## src/hdl/ascii_number_parser_core_defines.svh

```systemverilog
// ---------------------------------------------------------------------------
// ascii number parser assertion macros
// shared property forms for the parser checks
// ---------------------------------------------------------------------------
`ifndef ASCII_NUMBER_PARSER_CORE_DEFINES_SVH
`define ASCII_NUMBER_PARSER_CORE_DEFINES_SVH

// same-cycle implication
`define ANP_ASSERT_IMP(label, ante, cons) \
  label: assert property (@(posedge clk_i) disable iff (!rst_ni) (ante) |-> (cons)) \
    else $error("anp assertion failed");

// next-cycle implication
`define ANP_ASSERT_NEXT(label, ante, cons) \
  label: assert property (@(posedge clk_i) disable iff (!rst_ni) (ante) |=> (cons)) \
    else $error("anp assertion failed");

`endif

```

## src/hdl/anp_pkg.sv

```systemverilog
// ---------------------------------------------------------------------------
// anp_pkg
// types and character constants of the ascii number parser
// ---------------------------------------------------------------------------
`timescale 1ns / 1ps

package anp_pkg;

  localparam int unsigned CharWidth  = 8;
  localparam int unsigned ValueWidth = 32;
  localparam int unsigned DigitWidth = 4;
  localparam int unsigned CountWidth = 4;

  localparam logic [CharWidth-1:0] CharSpace  = 8'h20;
  localparam logic [CharWidth-1:0] CharMinus  = 8'h2D;
  localparam logic [CharWidth-1:0] CharZero   = 8'h30;
  localparam logic [CharWidth-1:0] CharNine   = 8'h39;
  localparam logic [CharWidth-1:0] CharUpperA = 8'h41;
  localparam logic [CharWidth-1:0] CharUpperF = 8'h46;
  localparam logic [CharWidth-1:0] CharUpperX = 8'h58;
  localparam logic [CharWidth-1:0] CharLowerA = 8'h61;
  localparam logic [CharWidth-1:0] CharLowerF = 8'h66;
  localparam logic [CharWidth-1:0] CharLowerX = 8'h78;

  localparam logic [CountWidth-1:0] DecMaxDigits = 4'd10;
  localparam logic [CountWidth-1:0] HexMaxDigits = 4'd8;

  typedef struct packed {
    logic                  is_space;
    logic                  is_minus;
    logic                  is_zero;
    logic                  is_x;
    logic                  dec_ok;
    logic                  hex_ok;
    logic [DigitWidth-1:0] digit;
  } char_class_t;

  typedef struct packed {
    logic [ValueWidth-1:0] acc;
    logic                  neg;
    logic                  err;
  } parse_result_t;

endpackage

```

## src/hdl/anp_char_decode.sv

```systemverilog
// ---------------------------------------------------------------------------
// anp_char_decode
// classifies one character and extracts its decimal or hex digit value
// ---------------------------------------------------------------------------
`timescale 1ns / 1ps

module anp_char_decode import anp_pkg::*; (
  input  logic [CharWidth-1:0] char_code_i,
  output char_class_t          cls_o
);

  logic is_num;
  logic is_upper;
  logic is_lower;
  logic [CharWidth-1:0] num_off;
  logic [CharWidth-1:0] upper_off;
  logic [CharWidth-1:0] lower_off;

  assign is_num   = (char_code_i >= CharZero) && (char_code_i <= CharNine);
  assign is_upper = (char_code_i >= CharUpperA) && (char_code_i <= CharUpperF);
  assign is_lower = (char_code_i >= CharLowerA) && (char_code_i <= CharLowerF);

  assign num_off   = char_code_i - CharZero;
  assign upper_off = char_code_i - CharUpperA + 8'd10;
  assign lower_off = char_code_i - CharLowerA + 8'd10;

  always_comb begin
    cls_o.is_space = (char_code_i == CharSpace);
    cls_o.is_minus = (char_code_i == CharMinus);
    cls_o.is_zero  = (char_code_i == CharZero);
    cls_o.is_x     = (char_code_i == CharLowerX) || (char_code_i == CharUpperX);
    cls_o.dec_ok   = is_num;
    cls_o.hex_ok   = is_num || is_upper || is_lower;
    if (is_upper) begin
      cls_o.digit = upper_off[DigitWidth-1:0];
    end else if (is_lower) begin
      cls_o.digit = lower_off[DigitWidth-1:0];
    end else begin
      cls_o.digit = num_off[DigitWidth-1:0];
    end
  end

endmodule

```

## config.mk

```make
export PLATFORM = sky130hd
export DESIGN_NAME = anp_char_decode
export DESIGN_NICKNAME = d
export VERILOG_FILES = /design/src/hdl/ascii_number_parser_core_defines.svh /design/src/hdl/anp_pkg.sv /design/src/hdl/anp_char_decode.sv
export SDC_FILE = /design/constraint.sdc
export NUM_CORES = 1
export LEC_CHECK = 0
export BUFFER_PORTS_ARGS = -buffer_cell sky130_fd_sc_hd__buf_2
export CELL_PAD_IN_SITES_DETAIL_PLACEMENT = 1
export CELL_PAD_IN_SITES_GLOBAL_PLACEMENT = 2
export CORE_AREA = 4 4 41 43
export DETAILED_ROUTE_END_ITERATION = 12
export DIE_AREA = 0 0 45 47
export GPL_TIMING_DRIVEN = 0
export PLACE_DENSITY_LB_ADDON = 0.08
export SYNTH_ARGS = -nofsm -noshare
export SYNTH_HDL_FRONTEND = slang
export SYNTH_SLANG_ARGS = --single-unit
```

## constraint.sdc

```tcl
create_clock -name vclk -period 2.8
set_input_delay 0.28 -clock vclk [all_inputs]
set_output_delay 0.28 -clock vclk [all_outputs]
set_load 0.1 [all_outputs]
```

# After elaboration in Yosys (flattened, before gate mapping)
# Cells that the tools add are included.
# Widths: inputs -> output; s select.
dict set report word_totals {
  ff_bits 0
  in_bits 8
  output_inout_bits 10
  elab_cells 24
}
dict set report op_classes {
  n_addsub 5
  order_cmp 6
  eq_ne 5
  mux 2
  n_reduce_logical 6
}
# cell count
set op_table {}
lappend op_table {{$eq 8x6->1 const B} 3}
lappend op_table {{$eq 8x7->1 const B} 2}
lappend op_table {{$ge 8x7->1 const B} 2}
lappend op_table {{$le 8x7->1 const B} 2}
lappend op_table {{$sub 4x1->4 const B} 3}
lappend op_table {{$add 4x4->4 const B} 2}
lappend op_table {{$ge 8x6->1 const B} 1}
lappend op_table {{$le 8x6->1 const B} 1}
lappend op_table {{$mux 4} 2}
lappend op_table {{$logic_and 1x1->1} 3}
lappend op_table {{$logic_or 1x1->1} 3}

# Longest topological paths before layout
dict set report depth {
  word_depth 4
  ltp_mapped 5
  mapped_depth_nobuf 5
}

# Worst setup path after synthesis
# No wires, ideal clock.
dict set report synth_timing {
  path_kind {input to output}
  start {input port char_code_i[6]}
  end {output port cls_o[9] (netlist name)}
  t_arrival_ns 2.861
  required_time_ns 2.520
  path_slack_ns -0.341
  cell_stages 2
  path_buffers 0
  cell_sequence {or4b_1 > nor3_1}
}
# element line_no
set synth_rtl {}
lappend synth_rtl {{from (decl)} anp_char_decode.sv:8} ;# input logic [CharWidth-1:0] char_code_i,
lappend synth_rtl {{to (decl)} anp_char_decode.sv:9} ;# output char_class_t cls_o

==> out/results.txt <==
Max Cap Viol -> 0
Final period utilization -> 80.6%
Hold_buf cts -> 0
Power Total -> 72.3 uW
Worst min-delay path class -> in2out
Worst slew pin tran -> 0.509 ns
Boundary Pins -> 18
Area grow syn2layout -> 53.2%
Sequential cell count -> 0
Reg area -> 0 um^2
Cell area after synthesis -> 238 um^2
GPL Wtd Cong -> 0.702
Placed cells -> 63
Core area -> 0.00130 mm^2
Clock buffer count -> 0
Unrepaired setup endpoints after global routing -> false
Critical Path RT -> 2.52 ns
First-pass DRT Iterations -> 4
Lkg Pwr -> 0.175 nW
Total Routing Usage GR -> 7.80%
Maximum VDD drop -> 0.0000641 V
Worst setup startpoint -> char_code_i[0]
CP dominant cell by count -> buf_2
Max incr delay on CP -> 0.44 ns
Via count -> 299
DIE WIDTH -> 45 um
Initial antenna violation count -> 0
Achievable Freq -> 443 MHz
Buffers on Ports -> 18
CTS resizes -> 0
Worst setup endpoint -> cls_o[1]
Commonest non-fill, non-tap cells in the layout -> buf_2, ha_1
First-pass GRT wire length -> 1290 um
Detailed placement HPWL -> 679 um
Startpoint types -> input port
Avg WL per Cell -> 11.8 um
Arr. time, crit path -> 1.98 ns
Seq/Total Area, Yosys -> 0%
Crit-path cells -> buf_2 -> inv_1 -> ha_1 -> nor3b_1 -> a211oi_4 -> mux2_1 -> buf_2
Max_slew headroom -> 65.9%
Crit-path max FO -> 4
Nets@finish -> 61
Netlist cell types -> 24
Initial DRC Count -> 3
Row Count -> 13
Vias in the first global route -> 287
Final core occ -> 28.0%
Final TNS setup -> 0 ns
Die Ht -> 47 um
Via density -> 4.75
Cells after synthesis -> 30
Worst setup EP type -> output pin
Commonest non-fill, non-tap cell in the layout -> buf_2
Fraction of layout cells with a size suffix above 1 -> 50.0%
Status -> completed
Final setup viols -> 0
Pwr dens -> 198 mW/mm^2
Non-filler instance count after layout -> 63
Final Hold Fails -> 0
Drt total wl -> 742 um
Ys Warns -> 0
Crit path time final -> 2.26 ns
Area of the die -> 0.00212 mm^2
Post-route ant nets -> 0
Setup Buffers After CTS -> 0
Final Max Slew Viols -> 0
Starting density of the core -> 18.3%
Avg Cell Area, Syn -> 7.92 um^2
Ant. Diodes -> 0
Fin worst setup slack -> 0.544 ns
DRC errors left -> 0
Pin count of the biggest net entering global routing -> 9
Global route overflow -> 0
Post-placement setup slack -> 0.503 ns
Kind of critical path -> in2out
Mapped Nets -> 41
Worst path slowest cell -> nor3b_1
how the worst min path moves through the flow:
stage                         startpoint        to  slack, ns  cells after the start
after floorplan           char_code_i[3]  cls_o[7]       0.74                      1
after global placement    char_code_i[3]  cls_o[9]       1.07                      3
after detailed placement  char_code_i[3]  cls_o[9]       1.08                      3
after CTS                 char_code_i[3]  cls_o[9]       1.08                      3
after global routing      char_code_i[3]  cls_o[9]       1.10                      3
final                     char_code_i[3]  cls_o[9]       1.07                      3
cells by family after synthesis:
logic type / synth area share [%]
AOI/OAI and AO/OA: 24.7
and+or+nand+nor: 43.2
muxes: 4.74
xor gates and xnor gates: 3.68
buffers and inverters: 7.90
adders and majority gates: 15.8
worst max-delay path: cells and delay by family:
| family | cells | cell delay, ns |
|---|---|---|
| buffers and inverters | 3 | 0.65 |
| and+or+nand+nor | 1 | 0.44 |
| muxes | 1 | 0.23 |
| adders and majority gates | 1 | 0.21 |
| AOI/OAI and AO/OA | 1 | 0.16 |
stage by stage:
step | hold slack [ns] | cell area (um^2)
global placement | 1.07 | 364
floorplan | 0.744 | 255
finish | 1.07 | 364
global route | 1.10 | 364
detailed placement | 1.08 | 364
CTS | 1.08 | 364
cells in the mapped netlist, types with 2 or more instances:
cell type  count  area (um^2)
ha_1           3         37.5
inv_1          2         7.51
nor2_1         2         7.51
nor3_1         2         10.0
or2_1          2         12.5
routing by layer:
metal / wire length, um / track usage (%)
met1: 293 / 9.46
met2: 384 / 15.5
met3: 64 / 0.766
met4: 0 / 0
met5: 0 / 0
area by class of cell:
cell class / instances / area, um^2
inverter: 3 / 11.3
fill: 165 / 937
tap: 15 / 18.8
multi-input combinational: 26 / 236
buffer: 1 / 7.51
timing repair buffer: 18 / 90.1
report_power, final:
group / internal (mW) / switching [mW]
Clock: 0 / 0
Sequential: 0 / 0
Combinational: 0.0169 / 0.0554
Total: 0.0169 / 0.0554
No activity file was read; power rests on OpenSTA's default activity.
