[config.mk]
export PLATFORM = sky130hd
export DESIGN_NAME = anp_parse_fsm
export DESIGN_NICKNAME = d
export VERILOG_FILES = /design/src/hdl/ascii_number_parser_core_defines.svh /design/src/hdl/anp_pkg.sv /design/src/hdl/anp_parse_fsm.sv
export SDC_FILE = /design/constraint.sdc
export NUM_CORES = 1
export LEC_CHECK = 0
export ABC_AREA = 1
export CORE_MARGIN = 5
export CORE_UTILIZATION = 40
export DETAILED_ROUTE_END_ITERATION = 12
export DONT_BUFFER_PORTS = 1
export HOLD_SLACK_MARGIN = 0.06
export SLEW_MARGIN = 20
export SYNTH_ARGS = -nofsm -noshare
export SYNTH_HDL_FRONTEND = slang
export SYNTH_SLANG_ARGS = --single-unit
[constraint.sdc]
create_clock -name clk_i -period 3.1 [get_ports clk_i]
set_input_delay 0.31 -clock clk_i [delete_from_list [all_inputs] [get_ports clk_i]]
set_output_delay 0.31 -clock clk_i [all_outputs]
set_load 0.02 [all_outputs]
[src/hdl/ascii_number_parser_core_defines.svh]
// ---------------------------------------------------------------------------
// ascii number parser assertion macros
// shared property forms for the parser checks
// ---------------------------------------------------------------------------
`ifndef ASCII_NUMBER_PARSER_CORE_DEFINES_SVH
`define ASCII_NUMBER_PARSER_CORE_DEFINES_SVH

// same-cycle implication
`define ANP_ASSERT_IMP(label, ante, cons) \
  label: assert property (@(posedge clk_i) disable iff (!rst_ni) (ante) |-> (cons)) \
    else $error("anp assertion failed");

// next-cycle implication
`define ANP_ASSERT_NEXT(label, ante, cons) \
  label: assert property (@(posedge clk_i) disable iff (!rst_ni) (ante) |=> (cons)) \
    else $error("anp assertion failed");

`endif

[src/hdl/anp_pkg.sv]
// ---------------------------------------------------------------------------
// anp_pkg
// types and character constants of the ascii number parser
// ---------------------------------------------------------------------------
`timescale 1ns / 1ps

package anp_pkg;

  localparam int unsigned CharWidth  = 8;
  localparam int unsigned ValueWidth = 32;
  localparam int unsigned DigitWidth = 4;
  localparam int unsigned CountWidth = 4;

  localparam logic [CharWidth-1:0] CharSpace  = 8'h20;
  localparam logic [CharWidth-1:0] CharMinus  = 8'h2D;
  localparam logic [CharWidth-1:0] CharZero   = 8'h30;
  localparam logic [CharWidth-1:0] CharNine   = 8'h39;
  localparam logic [CharWidth-1:0] CharUpperA = 8'h41;
  localparam logic [CharWidth-1:0] CharUpperF = 8'h46;
  localparam logic [CharWidth-1:0] CharUpperX = 8'h58;
  localparam logic [CharWidth-1:0] CharLowerA = 8'h61;
  localparam logic [CharWidth-1:0] CharLowerF = 8'h66;
  localparam logic [CharWidth-1:0] CharLowerX = 8'h78;

  localparam logic [CountWidth-1:0] DecMaxDigits = 4'd10;
  localparam logic [CountWidth-1:0] HexMaxDigits = 4'd8;

  typedef struct packed {
    logic                  is_space;
    logic                  is_minus;
    logic                  is_zero;
    logic                  is_x;
    logic                  dec_ok;
    logic                  hex_ok;
    logic [DigitWidth-1:0] digit;
  } char_class_t;

  typedef struct packed {
    logic [ValueWidth-1:0] acc;
    logic                  neg;
    logic                  err;
  } parse_result_t;

endpackage

[src/hdl/anp_parse_fsm.sv]
// ---------------------------------------------------------------------------
// anp_parse_fsm
// parse phase, digit count and accumulator, one character per step
// ---------------------------------------------------------------------------
`timescale 1ns / 1ps

module anp_parse_fsm import anp_pkg::*; (
  input  logic          clk_i,
  input  logic          rst_ni,
  input  logic          step_i,
  input  logic          last_i,
  input  char_class_t   cls_i,
  output parse_result_t res_o
);

  localparam logic [1:0] PhLead = 2'd0;
  localparam logic [1:0] PhZero = 2'd1;
  localparam logic [1:0] PhDec  = 2'd2;
  localparam logic [1:0] PhHex  = 2'd3;

  logic [1:0]            phase_q, phase_d;
  logic [ValueWidth-1:0] acc_q, acc_d;
  logic [CountWidth-1:0] cnt_q, cnt_d;
  logic                  neg_q, neg_d;
  logic                  err_q, err_d;

  logic                  take_digit;
  logic                  hex_mode;
  logic [CountWidth-1:0] cnt_inc;
  logic [CountWidth-1:0] limit;
  logic                  digit_ok;
  logic [ValueWidth-1:0] dec_step;
  logic [ValueWidth-1:0] hex_step;
  logic [ValueWidth-1:0] digit_ext;

  assign hex_mode  = (phase_q == PhHex);
  assign cnt_inc   = cnt_q + 4'd1;
  assign digit_ext = {{(ValueWidth-DigitWidth){1'b0}}, cls_i.digit};
  assign dec_step  = (acc_q << 3) + (acc_q << 1) + digit_ext;
  assign hex_step  = {acc_q[ValueWidth-DigitWidth-1:0], cls_i.digit};
  assign limit     = hex_mode ? HexMaxDigits : DecMaxDigits;
  assign digit_ok  = hex_mode ? cls_i.hex_ok : cls_i.dec_ok;

  always_comb begin
    phase_d    = phase_q;
    acc_d      = acc_q;
    cnt_d      = cnt_q;
    neg_d      = neg_q;
    err_d      = err_q;
    take_digit = 1'b0;
    if (step_i && !err_q) begin
      unique case (phase_q)
        PhZero: begin
          if (cls_i.is_x) begin
            if (last_i) begin
              err_d = 1'b1;
            end else begin
              phase_d = PhHex;
              acc_d   = '0;
              cnt_d   = '0;
            end
          end else begin
            phase_d    = PhDec;
            take_digit = 1'b1;
          end
        end
        PhDec: begin
          take_digit = 1'b1;
        end
        PhHex: begin
          take_digit = 1'b1;
        end
        default: begin
          if (cls_i.is_space) begin
            phase_d = PhLead;
          end else if (cls_i.is_zero) begin
            phase_d    = PhZero;
            take_digit = 1'b1;
          end else if (cls_i.is_minus) begin
            neg_d   = 1'b1;
            phase_d = PhDec;
          end else begin
            phase_d    = PhDec;
            take_digit = 1'b1;
          end
        end
      endcase
      if (take_digit && !cls_i.is_space) begin
        cnt_d = cnt_inc;
        if (cnt_inc > limit) begin
          err_d = 1'b1;
        end else if (!digit_ok) begin
          err_d = 1'b1;
        end else begin
          acc_d = hex_mode ? hex_step : dec_step;
        end
      end
    end
  end

  assign res_o.acc = acc_d;
  assign res_o.neg = neg_d;
  assign res_o.err = err_d;

  always_ff @(posedge clk_i or negedge rst_ni) begin
    if (!rst_ni) begin
      phase_q <= PhLead;
      acc_q   <= '0;
      cnt_q   <= '0;
      neg_q   <= 1'b0;
      err_q   <= 1'b0;
    end else if (step_i) begin
      if (last_i) begin
        phase_q <= PhLead;
        acc_q   <= '0;
        cnt_q   <= '0;
        neg_q   <= 1'b0;
        err_q   <= 1'b0;
      end else begin
        phase_q <= phase_d;
        acc_q   <= acc_d;
        cnt_q   <= cnt_d;
        neg_q   <= neg_d;
        err_q   <= err_d;
      end
    end
  end

endmodule
After elaboration in Yosys (flattened, before gate mapping) --
Index checks and enable logic that the tools add are counted.
Cells by class: multiplexer cells 42, $lt $le $gt $ge 1, reductions and logical operators 11, add/sub/neg operators 3, equal/unequal tests 4
Operators with widths (count):
- two-way mux 32 bit | 9
- adder 32 bit | 1
- adder 32 x 4 -> 32 bit | 1
- two-way mux 1 bit | 21
- two-way mux 4 bit | 5
- two-way mux 2 bit | 5
- nonzero test 3 bit | 2
- adder 4 x 1 -> 4 bit (second input constant) | 1
- == test 2 bit (second input constant) | 2
- greater-than comparator 4 bit | 1
- one-hot mux 2 bit (2 select lines) | 1
- AND reduction 4 bit | 1
- AND reduction 3 bit | 1
- OR reduction 3 bit | 1
- == test 2 x 1 -> 1 bit (second input constant) | 1
- logical AND 1 bit | 2
- zero test 1 bit | 2
- inequality test 2 x 1 -> 1 bit (second input constant) | 1
- one-hot mux 1 bit (2 select lines) | 1
- nonzero test 2 bit | 1
- OR reduction 2 bit | 1
Word-level totals: logic and storage cells 66, bits in registers 40, bits of input ports 14, output and inout port bits 34

Longest topological paths before layout --
word-level depth 9, gate-level depth with buffers 18, gate-level depth less buffers 18

Worst setup path before layout --
Ideal clock, no wire load.
path kind register to output, start point register phase_q[1], end point output port res_o[11] (netlist name), required time 2.790 ns, stages on the path, launching flop included 11, buffers on the path 2, arrival 2.462 ns, path slack 0.328 ns, cells stage by stage dfrtp_1 -> nand2_2 -> clkbuf_1 -> clkbuf_1 -> ha_1 -> a21o_1 -> nand2_1 -> a21boi_4 -> nand3_4 -> o21ai_4 -> o21ai_0
RTL lines:
- start: declaration | RTL line anp_parse_fsm.sv:21 | logic [1:0] phase_q, phase_d;
- start signal: assignment | RTL line anp_parse_fsm.sv:107 | phase_q <= PhLead;
- start signal: assignment | RTL line anp_parse_fsm.sv:114 | phase_q <= PhLead;
- start signal: assignment | RTL line anp_parse_fsm.sv:120 | phase_q <= phase_d;
- end: declaration | RTL line anp_parse_fsm.sv:13 | output parse_result_t res_o

Worst setup path in the final report --
start point register acc_q[0], end point output port res_o[17] (netlist name)
Between the ends: word-level cells in the longest chain between the ends 7
Ends and longest elaborated chain:
- start: declaration | RTL line anp_parse_fsm.sv:22 | logic [ValueWidth-1:0] acc_q, acc_d;
- start signal: assignment | RTL line anp_parse_fsm.sv:108 | acc_q <= '0;
- start signal: assignment | RTL line anp_parse_fsm.sv:115 | acc_q <= '0;
- start signal: assignment | RTL line anp_parse_fsm.sv:121 | acc_q <= acc_d;
- adder 32 bit | RTL line anp_parse_fsm.sv:39 | assign dec_step = (acc_q << 3) + (acc_q << 1) + digit_ext;
- adder 32 x 4 -> 32 bit | RTL line anp_parse_fsm.sv:39
- two-way mux 32 bit | RTL line anp_parse_fsm.sv:95 | acc_d = hex_mode ? hex_step : dec_step;
- two-way mux 32 bit | RTL line anp_parse_fsm.sv:92 | end else if (!digit_ok) begin
- two-way mux 32 bit | RTL line anp_parse_fsm.sv:90 | if (cnt_inc > limit) begin
- two-way mux 32 bit | RTL line anp_parse_fsm.sv:88 | if (take_digit && !cls_i.is_space) begin
- two-way mux 32 bit | RTL line anp_parse_fsm.sv:51 | if (step_i && !err_q) begin
No other way between the ends.

==> results.md <==
- Vias in the first global route: 5096
- Hold Path Depth: 1
- GR peak layer: met2
- Top cells by area, synth: nand2_1 (23%), dfrtp_1 (19%), ha_1 (15%)
- Hpwl dp: 12400 um
- Count of state elements after synthesis: 40
- Grt total ovfl: 0
- DIE AREA: 0.0153 mm2
- Max cap viols: 0
- Achievable frequency: 0.328 GHz
- Post-Syn Nets: 930
- Worst slew margin: 44.3%
- FF-to-FF Start: acc_q[0]$_DFFE_PN0P_
- Reg clk slew, reported paths: 0.07 ns
- Slew @ Worst Pin: 0.826 ns
- Routability Congestion: 0.903
- Sequential-to-total area share from yosys stat: 19.4%
- Clk sink count: 40
- Initial antenna violation count: 0
- Top cells by count, synth: nand2_1 (316), inv_1 (119), a21oi_1 (69), nor2_1 (62), ha_1 (60)
- Initial Util: 40.8%
- H-tree Lvls: 2
- # placed instances: 1020
- IO buf count: 0
- Critical Path Slowest Stage Cell: fa_1
- Residual DRC: 0
- Synth Flop Type: dfrtp_1
- CTS tree: yes
- Finished Core Util: 49.2%
- Row count: 41
- Via density: 5.25
- Fillers: 1303
- Worst vdd ir: 267 uV
- R2R cell count: 18
- First-pass GRT wire length: 25900 um
- Worst Path Max Fanout: 4
- Max clock buf depth: 2
- Worst path required time: 2.79 ns
- FF-to-FF End: acc_q[15]$_DFFE_PN0P_
- Routed vias: 5498
- Sequential Area: 0.00101 mm2
- Final Non-Filler Cells: 1047
- Hold endpoint: acc_q[8]$_DFFE_PN0P_
- Pwr/cell area: 281 mW/mm2
- Final Cycle Share: 98.5%
- Post-synth EDFFs: 0
- Nets@finish: 950
- Ant. Diodes: 0
- Worst-Skew Late Latency: 0.29 ns
- Syn avg cell area: 6.06 um2
- Tmin final: 3.05 ns
- WL final: 16600 um
- Share of cells above drive strength 1: 21.1%
- Final Setup Violations: 0
- Startpoint Class: flip-flop
- CP endpoint kind: primary output
- Met3 Track Usage GR: 3.18%
- Routed len/inst: 15.8 um
- Hold Vio Cnt, Final: 0
- RSZ-0062 raised after global routing: true
- Yosys warning count: 0
- Leakage: 3.31 nW
- Die Wd: 124 um
- Detailed router's first-iteration violation count: 383
- Io pins: 48
- Crit path DAT: 2.74 ns
- Number of distinct library cells after synthesis: 40
- R2r setup slk: 0.42 ns
- Hold path start: step_i
- Clk_skew: 0.0109 ns
- Core area: 0.0127 mm2
- Tot GR Track Use: 21.5%
- Worst-path cell chain: inv_2, fa_1, inv_2, ha_2, nand3_2, nand2_4, nand2_2, nand2_4, nand3_2, nand3_2, nand2_1, o21ai_2, nand2_1, nand2_1, o21ai_0, buf_4
- Synthesized netlist cell count: 854
- Area Overhead vs Synth: 20.5%
- CTS Buf Count: 5
- Slew Viols, Final: 0
- Antenna-violating nets left: 0
- Met2 GRT Util: 34.0%
- Leading area contributor after synthesis: nand2_1
- Root Buffer: clkbuf_16
- Yosys top cell area share: 22.9%
- Crit path largest cell delay: 0.51 ns
- Most frequent cell after synthesis: nand2_1
- Drt pass-1 iters: 5
- CP Class: flip-flop to primary output
- Min-delay worst type: input pin to flip-flop
- Largest net degree at the start of global routing: 41
- Outcome: complete, no violations
- Asr flop ratio synth: 100%
- Multi-input logic area: 0.00409 mm2
- Post-Syn Area: 0.00517 mm2
- Die H: 124 um
- Routing usage on met1: 30.7%
state kept, by name (all words and copies together), names as in the netlist:
register / flops
acc_q: 32
err_q: 1
phase_q: 2
neg_q: 1
cnt_q: 4
how the worst max path moves through the flow:
| stage | from | to |
|---|---|---|
| floorplan | phase_q[1]$_DFFE_PN0P_ | res_o[11] |
| global placement | acc_q[0]$_DFFE_PN0P_ | res_o[17] |
| detailed placement | acc_q[0]$_DFFE_PN0P_ | res_o[17] |
| CTS | cnt_q[0]$_DFFE_PN0P_ | res_o[11] |
| global route | acc_q[1]$_DFFE_PN0P_ | res_o[27] |
| finish | acc_q[0]$_DFFE_PN0P_ | res_o[17] |
repair_timing:
| action | CTS | global route |
|---|---|---|
| pin swaps | 4 | 16 |
| endpoints found under the hold margin | 40 | 0 |
| resized for setup | 23 | 116 |
| setup buffers | 1 | 16 |
| hold buffers | 2 | 0 |
| setup endpoints to repair | 22 | 27 |
routing by layer:
layer  share of wire, %  up-vias
met2                 45      153
met3                5.3       20
met4                1.5        0
met1                 48     2536
li1                   -     2789
met5                  0        -
layout by cell type (no fill, tap or decap), types with 31 or more instances in the layout:
master and n:
nand2_1 278, inv_1 116, a21oi_1 57, nor2_1 46, nand3_1 40, ha_1 38
nand2_2 34, o21ai_0 32, buf_4 32, dfrtp_1 31
cells by family (layout without fill, tap and decap cells):
group | count (synthesis) | in the layout | synth area share (%)
AND/OR/NAND/NOR | 444 | 444 | 34.4
AO/OA/AOI/OAI | 155 | 155 | 18.5
adder cells (fa/ha/maj) | 62 | 62 | 15.3
flip-flops | 40 | 40 | 19.4
buffers and inverters | 145 | 166 | 11.1
XOR/XNOR | 8 | 8 | 1.35
area by class of cell:
cell class                 count  share of cell area, %
clock buffer                   5                   2.01
clock inverter                 3                  0.683
inverter                     123                   7.43
multi-input combinational    669                   65.5
sequential                    40                   16.2
tap                          172                   3.45
timing repair buffer          35                   4.64
critical path: cells and delay by family (launching register included):
kind                       cells  cell delay [ns]
AOI/OAI and AO/OA              2             0.26
adders and majority gates      2             0.82
buffers and inverters          3             0.29
DFF                            1             0.37
and+or+nand+nor                9             0.72
report_power, final:
part / switching [mW] / internal (mW)
clock network: 0.230 / 0.379
logic: 0.356 / 0.199
registers: 0.0399 / 0.548
through the flow:
stage	power (mW)	area [um2]	worst slack, ns	setup TNS, ns	hold slack, ns
4_1_cts	1.70	5670	0.00647	0	0.104
6_report	1.75	6230	0.0466	0	0.107
5_1_grt	1.85	6230	-0.0700	-0.249	0.103
3_3_place_gp	1.06	5400	0.141	0	0.0154
2_1_floorplan	0.946	5170	0.328	0	0.0144
3_5_place_dp	1.06	5400	0.0884	0	0.0153
No activity file was read; power rests on OpenSTA's default activity.
